===== src/rc4_pkg.sv =====
// Shared constants and types for the RC4 stream cipher core.
// Holds the configuration register codes and key sizing; no dependencies.
package rc4_pkg;

  localparam int unsigned MAX_KEY_BYTES = 32;
  localparam int unsigned KEY_WORDS     = 4;
  localparam int unsigned KEY_WORD_W    = 64;
  localparam int unsigned KEY_LEN_W     = 6;
  localparam int unsigned KEY_POS_W     = 5;
  localparam int unsigned BYTE_W        = 8;
  localparam int unsigned SBOX_DEPTH    = 256;
  localparam int unsigned CFG_IDX_W     = 3;

  typedef enum logic [CFG_IDX_W-1:0] {
    CFG_KEY_WORD_0 = 3'd0,
    CFG_KEY_WORD_1 = 3'd1,
    CFG_KEY_WORD_2 = 3'd2,
    CFG_KEY_WORD_3 = 3'd3,
    CFG_KEY_LENGTH = 3'd4
  } cfg_idx_e;

  localparam logic [KEY_LEN_W-1:0] KEY_LEN_RESET = 6'd16;
  localparam logic [KEY_LEN_W-1:0] KEY_LEN_MAX   = KEY_LEN_W'(MAX_KEY_BYTES);
  localparam logic [BYTE_W-1:0]    LAST_ENTRY    = 8'hFF;

endpackage


===== src/rc4_stream_cipher_core.sv =====
// Usage of the block:
// Input items arrive on the s_axis channel: tdata carries the data byte, tuser the rekey
// flag and tlast the end-of-message mark. Result items leave on the m_axis channel with
// the ciphered byte in tdata and the copied mark in tlast. Encryption and decryption are
// the same operation.
// The key is written through the cfg channel (index 0 to 3: key words, index 4: key
// length), which is always ready. Writes take effect at the next key schedule.
// The permutation lives in one 256 x 8 synchronous RAM with one read and one write port.
// A plain item runs in four steps: read S[i], read S[j], write S[i], then write S[j]
// together with the keystream read; the result is then loaded into the output register,
// and the next item is taken in the cycle the result is loaded, so no new item is taken
// while one is at work. An item with rekey set, or the first item after reset, first
// runs the key schedule: it loads the identity permutation into all 256 entries, then
// swaps S[n] with S[j] for every entry.
// Reset clears the indices, the output register and the scheduled flag; the RAM is not
// cleared. When the receiver stalls, the result is held; one further item may still be
// accepted, and it waits after its keystream read until the output register is free.
// Depends on rc4_pkg.
module rc4_stream_cipher_core
  import rc4_pkg::*;
(
  input  logic                  clk_i,
  input  logic                  rst_ni,
  // Configuration write channel.
  input  logic                  cfg_valid_i,
  output logic                  cfg_ready_o,
  input  logic [CFG_IDX_W-1:0]  cfg_index_i,
  input  logic [KEY_WORD_W-1:0] cfg_data_i,
  // Input stream.
  input  logic                  s_axis_tvalid,
  output logic                  s_axis_tready,
  input  logic [BYTE_W-1:0]     s_axis_tdata,   // [7:0] data_byte
  input  logic                  s_axis_tuser,   // [0] rekey
  input  logic                  s_axis_tlast,
  // Output stream.
  output logic                  m_axis_tvalid,
  input  logic                  m_axis_tready,
  output logic [BYTE_W-1:0]     m_axis_tdata,   // [7:0] out_byte
  output logic                  m_axis_tlast
);

  typedef enum logic [3:0] {
    ST_IDLE,
    ST_INIT,
    ST_KS_RD,
    ST_KS_J,
    ST_KS_WJ,
    ST_KS_WN,
    ST_GEN_RD,
    ST_GEN_J,
    ST_GEN_WI,
    ST_GEN_WJ,
    ST_GEN_OUT
  } state_e;

  logic [KEY_WORD_W-1:0] key_q [KEY_WORDS];
  logic [KEY_LEN_W-1:0]  key_len_q;

  logic [BYTE_W-1:0] sbox [SBOX_DEPTH];
  logic [BYTE_W-1:0] rdata_q;
  logic              mem_we, mem_re;
  logic [BYTE_W-1:0] mem_waddr, mem_wdata, mem_raddr;

  state_e               state_q, state_d;
  logic [BYTE_W-1:0]    i_q, i_d, j_q, j_d, n_q, n_d;
  logic [BYTE_W-1:0]    si_q, si_d, tmp_q, tmp_d;
  logic [KEY_POS_W-1:0] pos_q, pos_d;
  logic                 fwd_q, fwd_d;
  logic                 sched_q, sched_d;
  logic [BYTE_W-1:0]    data_q, data_d;
  logic                 last_q, last_d;
  logic                 out_valid_q, out_valid_d;
  logic [BYTE_W-1:0]    out_byte_q, out_byte_d;
  logic                 out_last_q, out_last_d;

  logic                 slot_free, take;
  logic [KEY_LEN_W-1:0] len_eff;
  logic [BYTE_W-1:0]    key_byte, ks_j, gen_j, key_stream;

  assign cfg_ready_o = 1'b1;

  always_ff @(posedge clk_i or negedge rst_ni) begin
    if (!rst_ni) begin
      for (int w = 0; w < KEY_WORDS; w++) begin
        key_q[w] <= '0;
      end
      key_len_q <= KEY_LEN_RESET;
    end else if (cfg_valid_i) begin
      unique case (cfg_index_i)
        CFG_KEY_WORD_0: key_q[0] <= cfg_data_i;
        CFG_KEY_WORD_1: key_q[1] <= cfg_data_i;
        CFG_KEY_WORD_2: key_q[2] <= cfg_data_i;
        CFG_KEY_WORD_3: key_q[3] <= cfg_data_i;
        CFG_KEY_LENGTH: key_len_q <= cfg_data_i[KEY_LEN_W-1:0];
        default: ;
      endcase
    end
  end

  always_ff @(posedge clk_i) begin
    if (mem_we) begin
      sbox[mem_waddr] <= mem_wdata;
    end
    if (mem_re) begin
      rdata_q <= sbox[mem_raddr];
    end
  end

  assign len_eff = (key_len_q == '0) ? KEY_LEN_W'(1) :
                   (key_len_q > KEY_LEN_MAX) ? KEY_LEN_MAX : key_len_q;
  assign key_byte   = key_q[pos_q[4:3]][{pos_q[2:0], 3'b000} +: BYTE_W];
  assign ks_j       = j_q + rdata_q + key_byte;
  assign gen_j      = j_q + rdata_q;
  assign key_stream = fwd_q ? si_q : rdata_q;

  assign slot_free     = !out_valid_q || m_axis_tready;
  assign s_axis_tready = (state_q == ST_IDLE) || ((state_q == ST_GEN_OUT) && slot_free);
  assign take          = s_axis_tvalid && s_axis_tready;

  always_comb begin
    state_d     = state_q;
    i_d         = i_q;
    j_d         = j_q;
    n_d         = n_q;
    si_d        = si_q;
    tmp_d       = tmp_q;
    pos_d       = pos_q;
    fwd_d       = fwd_q;
    sched_d     = sched_q;
    data_d      = data_q;
    last_d      = last_q;
    out_valid_d = out_valid_q;
    out_byte_d  = out_byte_q;
    out_last_d  = out_last_q;
    mem_we      = 1'b0;
    mem_waddr   = '0;
    mem_wdata   = '0;
    mem_re      = 1'b0;
    mem_raddr   = '0;

    if (out_valid_q && m_axis_tready) begin
      out_valid_d = 1'b0;
    end

    unique case (state_q)
      ST_IDLE: ;
      ST_INIT: begin
        mem_we    = 1'b1;
        mem_waddr = n_q;
        mem_wdata = n_q;
        n_d       = n_q + 8'd1;
        if (n_q == LAST_ENTRY) begin
          j_d     = '0;
          pos_d   = '0;
          state_d = ST_KS_RD;
        end
      end
      ST_KS_RD: begin
        mem_re    = 1'b1;
        mem_raddr = n_q;
        state_d   = ST_KS_J;
      end
      ST_KS_J: begin
        si_d      = rdata_q;
        j_d       = ks_j;
        mem_re    = 1'b1;
        mem_raddr = ks_j;
        state_d   = ST_KS_WJ;
      end
      ST_KS_WJ: begin
        mem_we    = 1'b1;
        mem_waddr = j_q;
        mem_wdata = si_q;
        tmp_d     = rdata_q;
        state_d   = ST_KS_WN;
      end
      ST_KS_WN: begin
        mem_we    = 1'b1;
        mem_waddr = n_q;
        mem_wdata = tmp_q;
        n_d       = n_q + 8'd1;
        if ({1'b0, pos_q} + KEY_LEN_W'(1) >= len_eff) begin
          pos_d = '0;
        end else begin
          pos_d = pos_q + KEY_POS_W'(1);
        end
        if (n_q == LAST_ENTRY) begin
          i_d     = '0;
          j_d     = '0;
          sched_d = 1'b1;
          state_d = ST_GEN_RD;
        end else begin
          mem_re    = 1'b1;
          mem_raddr = n_q + 8'd1;
          state_d   = ST_KS_J;
        end
      end
      ST_GEN_RD: begin
        mem_re    = 1'b1;
        mem_raddr = i_q + 8'd1;
        i_d       = i_q + 8'd1;
        state_d   = ST_GEN_J;
      end
      ST_GEN_J: begin
        si_d      = rdata_q;
        j_d       = gen_j;
        mem_re    = 1'b1;
        mem_raddr = gen_j;
        state_d   = ST_GEN_WI;
      end
      ST_GEN_WI: begin
        mem_we    = 1'b1;
        mem_waddr = i_q;
        mem_wdata = rdata_q;
        tmp_d     = si_q + rdata_q;
        state_d   = ST_GEN_WJ;
      end
      ST_GEN_WJ: begin
        // The keystream read may hit the entry written in this cycle.
        mem_we    = 1'b1;
        mem_waddr = j_q;
        mem_wdata = si_q;
        mem_re    = 1'b1;
        mem_raddr = tmp_q;
        fwd_d     = (tmp_q == j_q);
        state_d   = ST_GEN_OUT;
      end
      ST_GEN_OUT: begin
        if (slot_free) begin
          out_valid_d = 1'b1;
          out_byte_d  = data_q ^ key_stream;
          out_last_d  = last_q;
          state_d     = ST_IDLE;
        end
      end
      default: state_d = ST_IDLE;
    endcase

    if (take) begin
      data_d = s_axis_tdata;
      last_d = s_axis_tlast;
      if (s_axis_tuser || !sched_q) begin
        n_d     = '0;
        state_d = ST_INIT;
      end else begin
        mem_re    = 1'b1;
        mem_raddr = i_q + 8'd1;
        i_d       = i_q + 8'd1;
        state_d   = ST_GEN_J;
      end
    end
  end

  always_ff @(posedge clk_i or negedge rst_ni) begin
    if (!rst_ni) begin
      state_q     <= ST_IDLE;
      i_q         <= '0;
      j_q         <= '0;
      n_q         <= '0;
      si_q        <= '0;
      tmp_q       <= '0;
      pos_q       <= '0;
      fwd_q       <= 1'b0;
      sched_q     <= 1'b0;
      data_q      <= '0;
      last_q      <= 1'b0;
      out_valid_q <= 1'b0;
      out_byte_q  <= '0;
      out_last_q  <= 1'b0;
    end else begin
      state_q     <= state_d;
      i_q         <= i_d;
      j_q         <= j_d;
      n_q         <= n_d;
      si_q        <= si_d;
      tmp_q       <= tmp_d;
      pos_q       <= pos_d;
      fwd_q       <= fwd_d;
      sched_q     <= sched_d;
      data_q      <= data_d;
      last_q      <= last_d;
      out_valid_q <= out_valid_d;
      out_byte_q  <= out_byte_d;
      out_last_q  <= out_last_d;
    end
  end

  assign m_axis_tvalid = out_valid_q;
  assign m_axis_tdata  = out_byte_q;
  assign m_axis_tlast  = out_last_q;

endmodule


===== config.mk =====
export PLATFORM = sky130hd
export DESIGN_NAME = rc4_stream_cipher_core
export DESIGN_NICKNAME = d
export VERILOG_FILES = /design/src/rc4_pkg.sv /design/src/rc4_stream_cipher_core.sv
export SDC_FILE = /design/constraint.sdc
export NUM_CORES = 2
export LEC_CHECK = 0
export BUFFER_PORTS_ARGS = -buffer_cell sky130_fd_sc_hd__clkbuf_2
export CELL_PAD_IN_SITES_DETAIL_PLACEMENT = 0
export CELL_PAD_IN_SITES_GLOBAL_PLACEMENT = 2
export CORE_ASPECT_RATIO = 1.2
export CORE_UTILIZATION = 53
export DETAILED_ROUTE_END_ITERATION = 8
export PLACE_DENSITY = 0.9
export SLEW_MARGIN = 30
export SYNTH_ARGS = -nofsm -noshare
export SYNTH_HDL_FRONTEND = slang
export SYNTH_SLANG_ARGS = --single-unit

===== constraint.sdc =====
create_clock -name clk_i -period 16.6 [get_ports clk_i]
set_input_delay 3.32 -clock clk_i [delete_from_list [all_inputs] [get_ports clk_i]]
set_output_delay 3.32 -clock clk_i [all_outputs]
set_load 0.02 [all_outputs]

# Word-level counts from Yosys, hierarchy flattened
# Memory sizes are Yosys's and may differ from the RTL's. A register that Yosys moved wholly into a read port is not among the register bits.
# Cells that the tools add are included.
# word_totals
regBits,332
latch_bits,0
mem_bits_rw,2048
rom_bits,0
inputBits,82
output_inout_bits,12
word_cells,124
memories,1
# mem_list
name,words,width,rd,rd_clocked_by_memory_dff,wr,line,source
sbox,256,8,1,1,1,rc4_stream_cipher_core.sv:59,logic [BYTE_W-1:0] sbox [SBOX_DEPTH];
# op_classes
add_sub_neg,7
multipliers,0
div,0
order_cmp,3
eq_ne,21
shifts,1
n_mux,41
bitwise,2
n_reduce_logical,29
# ops
cell,count
64-bit binary-select mux with 2-bit select,1
64-bit 2-to-1 mux,2
8-bit 2-to-1 mux,11
64-bit by 7-bit variable part select with 8-bit output,1
8-bit one-hot mux with 3 select lines,2
8-bit one-hot mux with 6 select lines,1
4-bit one-hot mux with 11 select lines,1
8-bit one-hot mux with 2 select lines,2
8-bit one-hot mux with 4 select lines,1
8-bit adder,3
2-bit AND reduction,9
"8-bit by 1-bit adder with 8-bit output, second input constant",2
"4-bit by 3-bit == test with 1-bit output, second input constant",4
"4-bit == test, second input constant",3
4-bit 2-to-1 mux,3
6-bit 2-to-1 mux,2
5-bit 2-to-1 mux,2
5-bit one-hot mux with 2 select lines,1
5-bit OR reduction,2
1-bit 2-to-1 mux,9
"4-bit by 2-bit == test with 1-bit output, second input constant",2
8-bit == test,1
"8-bit == test, second input constant",1
8-bit bitwise XOR,1
25 further kinds,37

# Logic depth before layout (Yosys ltp)
# depth
ltp_word,9
mapped_depth,23
mapped_depth_nobuf,17

# Worst setup path after synthesis
# OpenSTA, ideal clock, no wires.
# synth_path
path_kind,input-to-output
start,input m_axis_tready
end,output s_axis_tready
arrival_time_ns,4.164
required_ns,13.280
path_slack_ns,9.116
cell_stages,3
n_path_buf,0
path_cell_list,nand2b_1 > a21oi_1 > nor3_1
# synth_via
elab_chain_cells,3
# synth_rtl
element,line,source
from (decl),rc4_stream_cipher_core.sv:37,"input logic m_axis_tready,"
1-bit logical OR,rc4_stream_cipher_core.sv:116,assign slot_free = !out_valid_q || m_axis_tready;
1-bit logical AND,rc4_stream_cipher_core.sv:117,assign s_axis_tready = (state_q == ST_IDLE) || ((state_q == ST_GEN_OUT) && slot_free);
1-bit logical OR,rc4_stream_cipher_core.sv:117,
to (decl),rc4_stream_cipher_core.sv:31,"output logic s_axis_tready,"
# Every way passes these cells.

# Final worst setup path
# layout_path
start,register pos_q[3]
end,"register rdata_q[3], read port of sbox, data pin"
# layout_via
elab_chain_cells,9
# layout_rtl
element,line,source
from (decl),rc4_stream_cipher_core.sv:67,"logic [KEY_POS_W-1:0] pos_q, pos_d;"
from (signal assigned),rc4_stream_cipher_core.sv:277,pos_q <= pos_d;
2-bit NOT with 3-bit output (implied by the code) *,rc4_stream_cipher_core.sv:111,"assign key_byte = key_q[pos_q[4:3]][{pos_q[2:0], 3'b000} +: BYTE_W];"
64-bit binary-select mux with 2-bit select *,rc4_stream_cipher_core.sv:111,
64-bit 2-to-1 mux (implied by the code) * (2 in a row),rc4_stream_cipher_core.sv:111,
64-bit by 7-bit variable part select with 8-bit output *,rc4_stream_cipher_core.sv:111,
8-bit adder *,rc4_stream_cipher_core.sv:112,assign ks_j = j_q + rdata_q + key_byte;
8-bit one-hot mux with 6 select lines *,rc4_stream_cipher_core.sv:145,unique case (state_q)
8-bit 2-to-1 mux,rc4_stream_cipher_core.sv:242,if (s_axis_tuser || !sched_q) begin
8-bit 2-to-1 mux *,rc4_stream_cipher_core.sv:239,if (take) begin
to (decl),rc4_stream_cipher_core.sv:60,logic [BYTE_W-1:0] rdata_q;
# Every way passes the cells marked *; elsewhere a longest branch is shown, timed or not. The select of a mux whose other input is x is not followed.
# A chain may end at the register's enable or synchronous reset.

==> results.toml <==
[status]
outcome = "complete, no violations"

[die]
num_rows = 171
io_pins = 94
start_util_pct = 53.5
coreArea_um2 = 181000
die_y_um = 471
die_area_um2 = 185000
die_w_um = 393

[worst_hold_path]
hold_class = "flop to flop"
hold_end = "sched_q"
whs_path_depth = 1
min_from = "sched_q"

[logic_synthesis]
ys_warn_count = 0
synth_nets = 5438
ys_seq_area_share_pct = 72.1
synthCells = 5322
async_flop_share_pct = 13.9
synth_largest_area_cell = "edfxtp_1"
syn_avg_cell_area_um2 = 18.3
synth_edf_count = 2056
synth_cell_types = 96
syn_area_um2 = 97100
synthTopCellsByArea = "edfxtp_1 (64%), mux4_2 (11%), dfrtp_1 (8.5%)"
synth_top_flop_cell = "edfxtp_1"
yosysMostFrequentCell = "edfxtp_1"
synth_top_cell_area_share_pct = 63.6
yosys_register_bits = 2388
synth_commonest_cells = "edfxtp_1 (2056), mux4_2 (494), nand2_1 (466), nor2_1 (349), dfrtp_1 (331)"

[sta]
slew_headroom_pct = 32.4
setup_tns_ns = 0
fin_crit_ns = 8.89
fin_crit_sh_pct = 53.6
hold_violations = 0
rsz0062_at_grt = "false"
hold_ws_ns = 0.460
tightestPinTransition_ns = 1.01
fmax_mhz = 112
setup_viol = 0
slew_violations = 0
clock_skew_ns = 0.0473

[clock_network]
cts_tree = "yes"
clkTransAtPathRegs_ns = 0.06
cts_root_buffer = "clkbuf_16"
cts_hold_buf = 0
clock-sinks = 2388
clk_path_buf_depth = 3
cts_setup_buffers = 0
post_cts_resized = 0
htree_levels = 4
tritoncts.num_buffers = 221
clock_latency_ns = 0.89

[setup_path]
critical_path.slowest_cell = "buf_4"
crit_family = "buffers and inverters"
cpMostUsedCell = "mux4_2"
regToRegStartpoint = "pos_q[3]"
reg2reg_to = "rdata_q[3]"
path_buf_inv = 3
rrSetupSlack_ns = 7.71
crit_arrival_ns = 9.57
critPathKind = "flop to flop"
reg2regPathDepth = 17
max_stage_delay_ns = 0.79
crit_chain = "buf_4 -> mux4_2 -> mux4_2 -> mux2_2 -> ha_1 -> fa_1 -> mux2_2 -> a32o_1 -> a221o_4 -> buf_12 -> buf_12 -> mux4_2 -> mux2i_1 -> a32oi_1 -> a21oi_1 -> or4_1 -> a221oi_1"
worstSetupStartpointType = "flop"
cp_max_fo = 155
endpoint_kind = "flop"
required_ns = 17.28

[final_layout]
area_growth_pct = 10.8
seq_area_um2 = 70100
finalNetCount = 5535
fill_cells = 13100
design_area_um2 = 108000
multi_input_area_um2 = 25600
drive_gt1_share_pct = 24.8

[place]
dp_hpwl_um = 145000
placed_area_um2 = 100000
io_buffers = 92
gp_congestion = 0.862

[detailed_routing]
wl_um = 242000
vias = 51600
drtIter0Drc = 6164
drc = 0
dr.pass1.iters = 6
wl_per_cell_um = 30.1
detail-route-antenna-nets = 0
viasPerCell = 6.43

[pwr]
vdd_drop_max_v = 0.000132
p_leak_uw = 0.0361
powerDensity_nw_per_um2 = 130

[flow_run]
max_cap_violations = 0

[global_routing]
grt_pass1_vias = 51800
overflow = 0
grt_max_degree = 209
grt_pass1_wl_um = 355000
antenna_found_initial = 10
grtUsageTotal_pct = 26.3
## report_power, final
group | total [uW] | leakage, uW | switching (uW) | internal, uW
sequential | 7410 | 0.0228 | 117 | 7290
combinational | 1450 | 0.00967 | 1090 | 360
clock | 5150 | 0.00360 | 2240 | 2910
## metal layers
metal,vias to the layer above,track usage (%),wire length (um)
li1,21500,-,-
met4,4,10.5,9890
met5,-,0,25
met3,464,5.13,22100
met1,27100,35.8,91700
met2,2556,42.0,118000
## sequential cells by signal, summed over array words and instances, names as in the netlist, 4 cells and up
register,count
key_len_q,6
rdata_q,8
si_q,8
pos_q,5
n_q,8
sbox,2048
i_q,8
data_q,8
m_axis_tdata,8
key_q,256
state_q,4
j_q,8
tmp_q,8
## worst max-delay path by stage
stage | slack [ns] | from | cells after the start | end
global placement | 7.31 | pos_q[3] | 18 | rdata_q[0]
global route | 7.33 | pos_q[3] | 17 | rdata_q[3]
CTS | 7.66 | pos_q[3] | 18 | rdata_q[7]
finish | 7.71 | pos_q[3] | 17 | rdata_q[3]
detailed placement | 7.48 | m_axis_tready | 13 | rdata_q[7]
floorplan | 9.12 | m_axis_tready | 3 | s_axis_tready
## per-stage QoR
stage	utilization, %	total power (uW)	setup WS [ns]	instances
after floorplan	-	8390	9.12	5322
after global placement	55.1	8880	7.31	7608
after detailed placement	55.2	8960	7.48	7613
after CTS	59.2	14000	7.66	8021
after global routing	59.3	14400	7.33	8028
final	59.3	14000	7.71	8032
## cell families (layout without fill, tap and decap cells)
kind of cell	count (synthesis)	after routing	share of synthesized area, %
flops	2388	2388	72.1
simple gates	1182	1182	5.48
mux	890	890	16.2
compound gates	440	440	3.44
buf+inv	341	623	1.86
xor+xnor	46	46	0.415
fa+ha+maj	34	34	0.461
other cells	1	7	0.00386
## placed cells by master, fill, tap and decap left out, types with 14 or more instances in the layout
master	instances
edfxtp_1	2056
mux4_2	494
nand2_1	456
nor2_1	341
dfrtp_1	329
mux2_2	288
clkbuf_16	224
nand3_1	122
clkbuf_2	91
mux2i_1	87
buf_4	77
and3_1	61
a22oi_1	54
clkinv_2	49
o21ai_0	48
clkbuf_1	44
a32oi_1	40
a211oi_1	38
clkinv_1	37
o22ai_1	35
xor2_1	32
a21oi_1	31
nor3_1	31
ha_1	31
bufinv_16	26
a22o_1	21
inv_1	19
mux4_1	19
nor2b_1	17
a31oi_1	16
nor4_1	15
xnor2_1	14
a222oi_1	14
or4_1	14
## cell type report
cell class	instances	share of cell area [%]
Clock buffer	274	5.44
Inverter	20	0.0768
Antenna cell	6	0.0140
Sequential cell	2388	65.1
Clock inverter	134	1.39
Multi-Input combinational cell	2593	23.8
Timing Repair Buffer	195	1.35
Tap cell	2422	2.82
No activity file was read; power rests on OpenSTA's default activity.
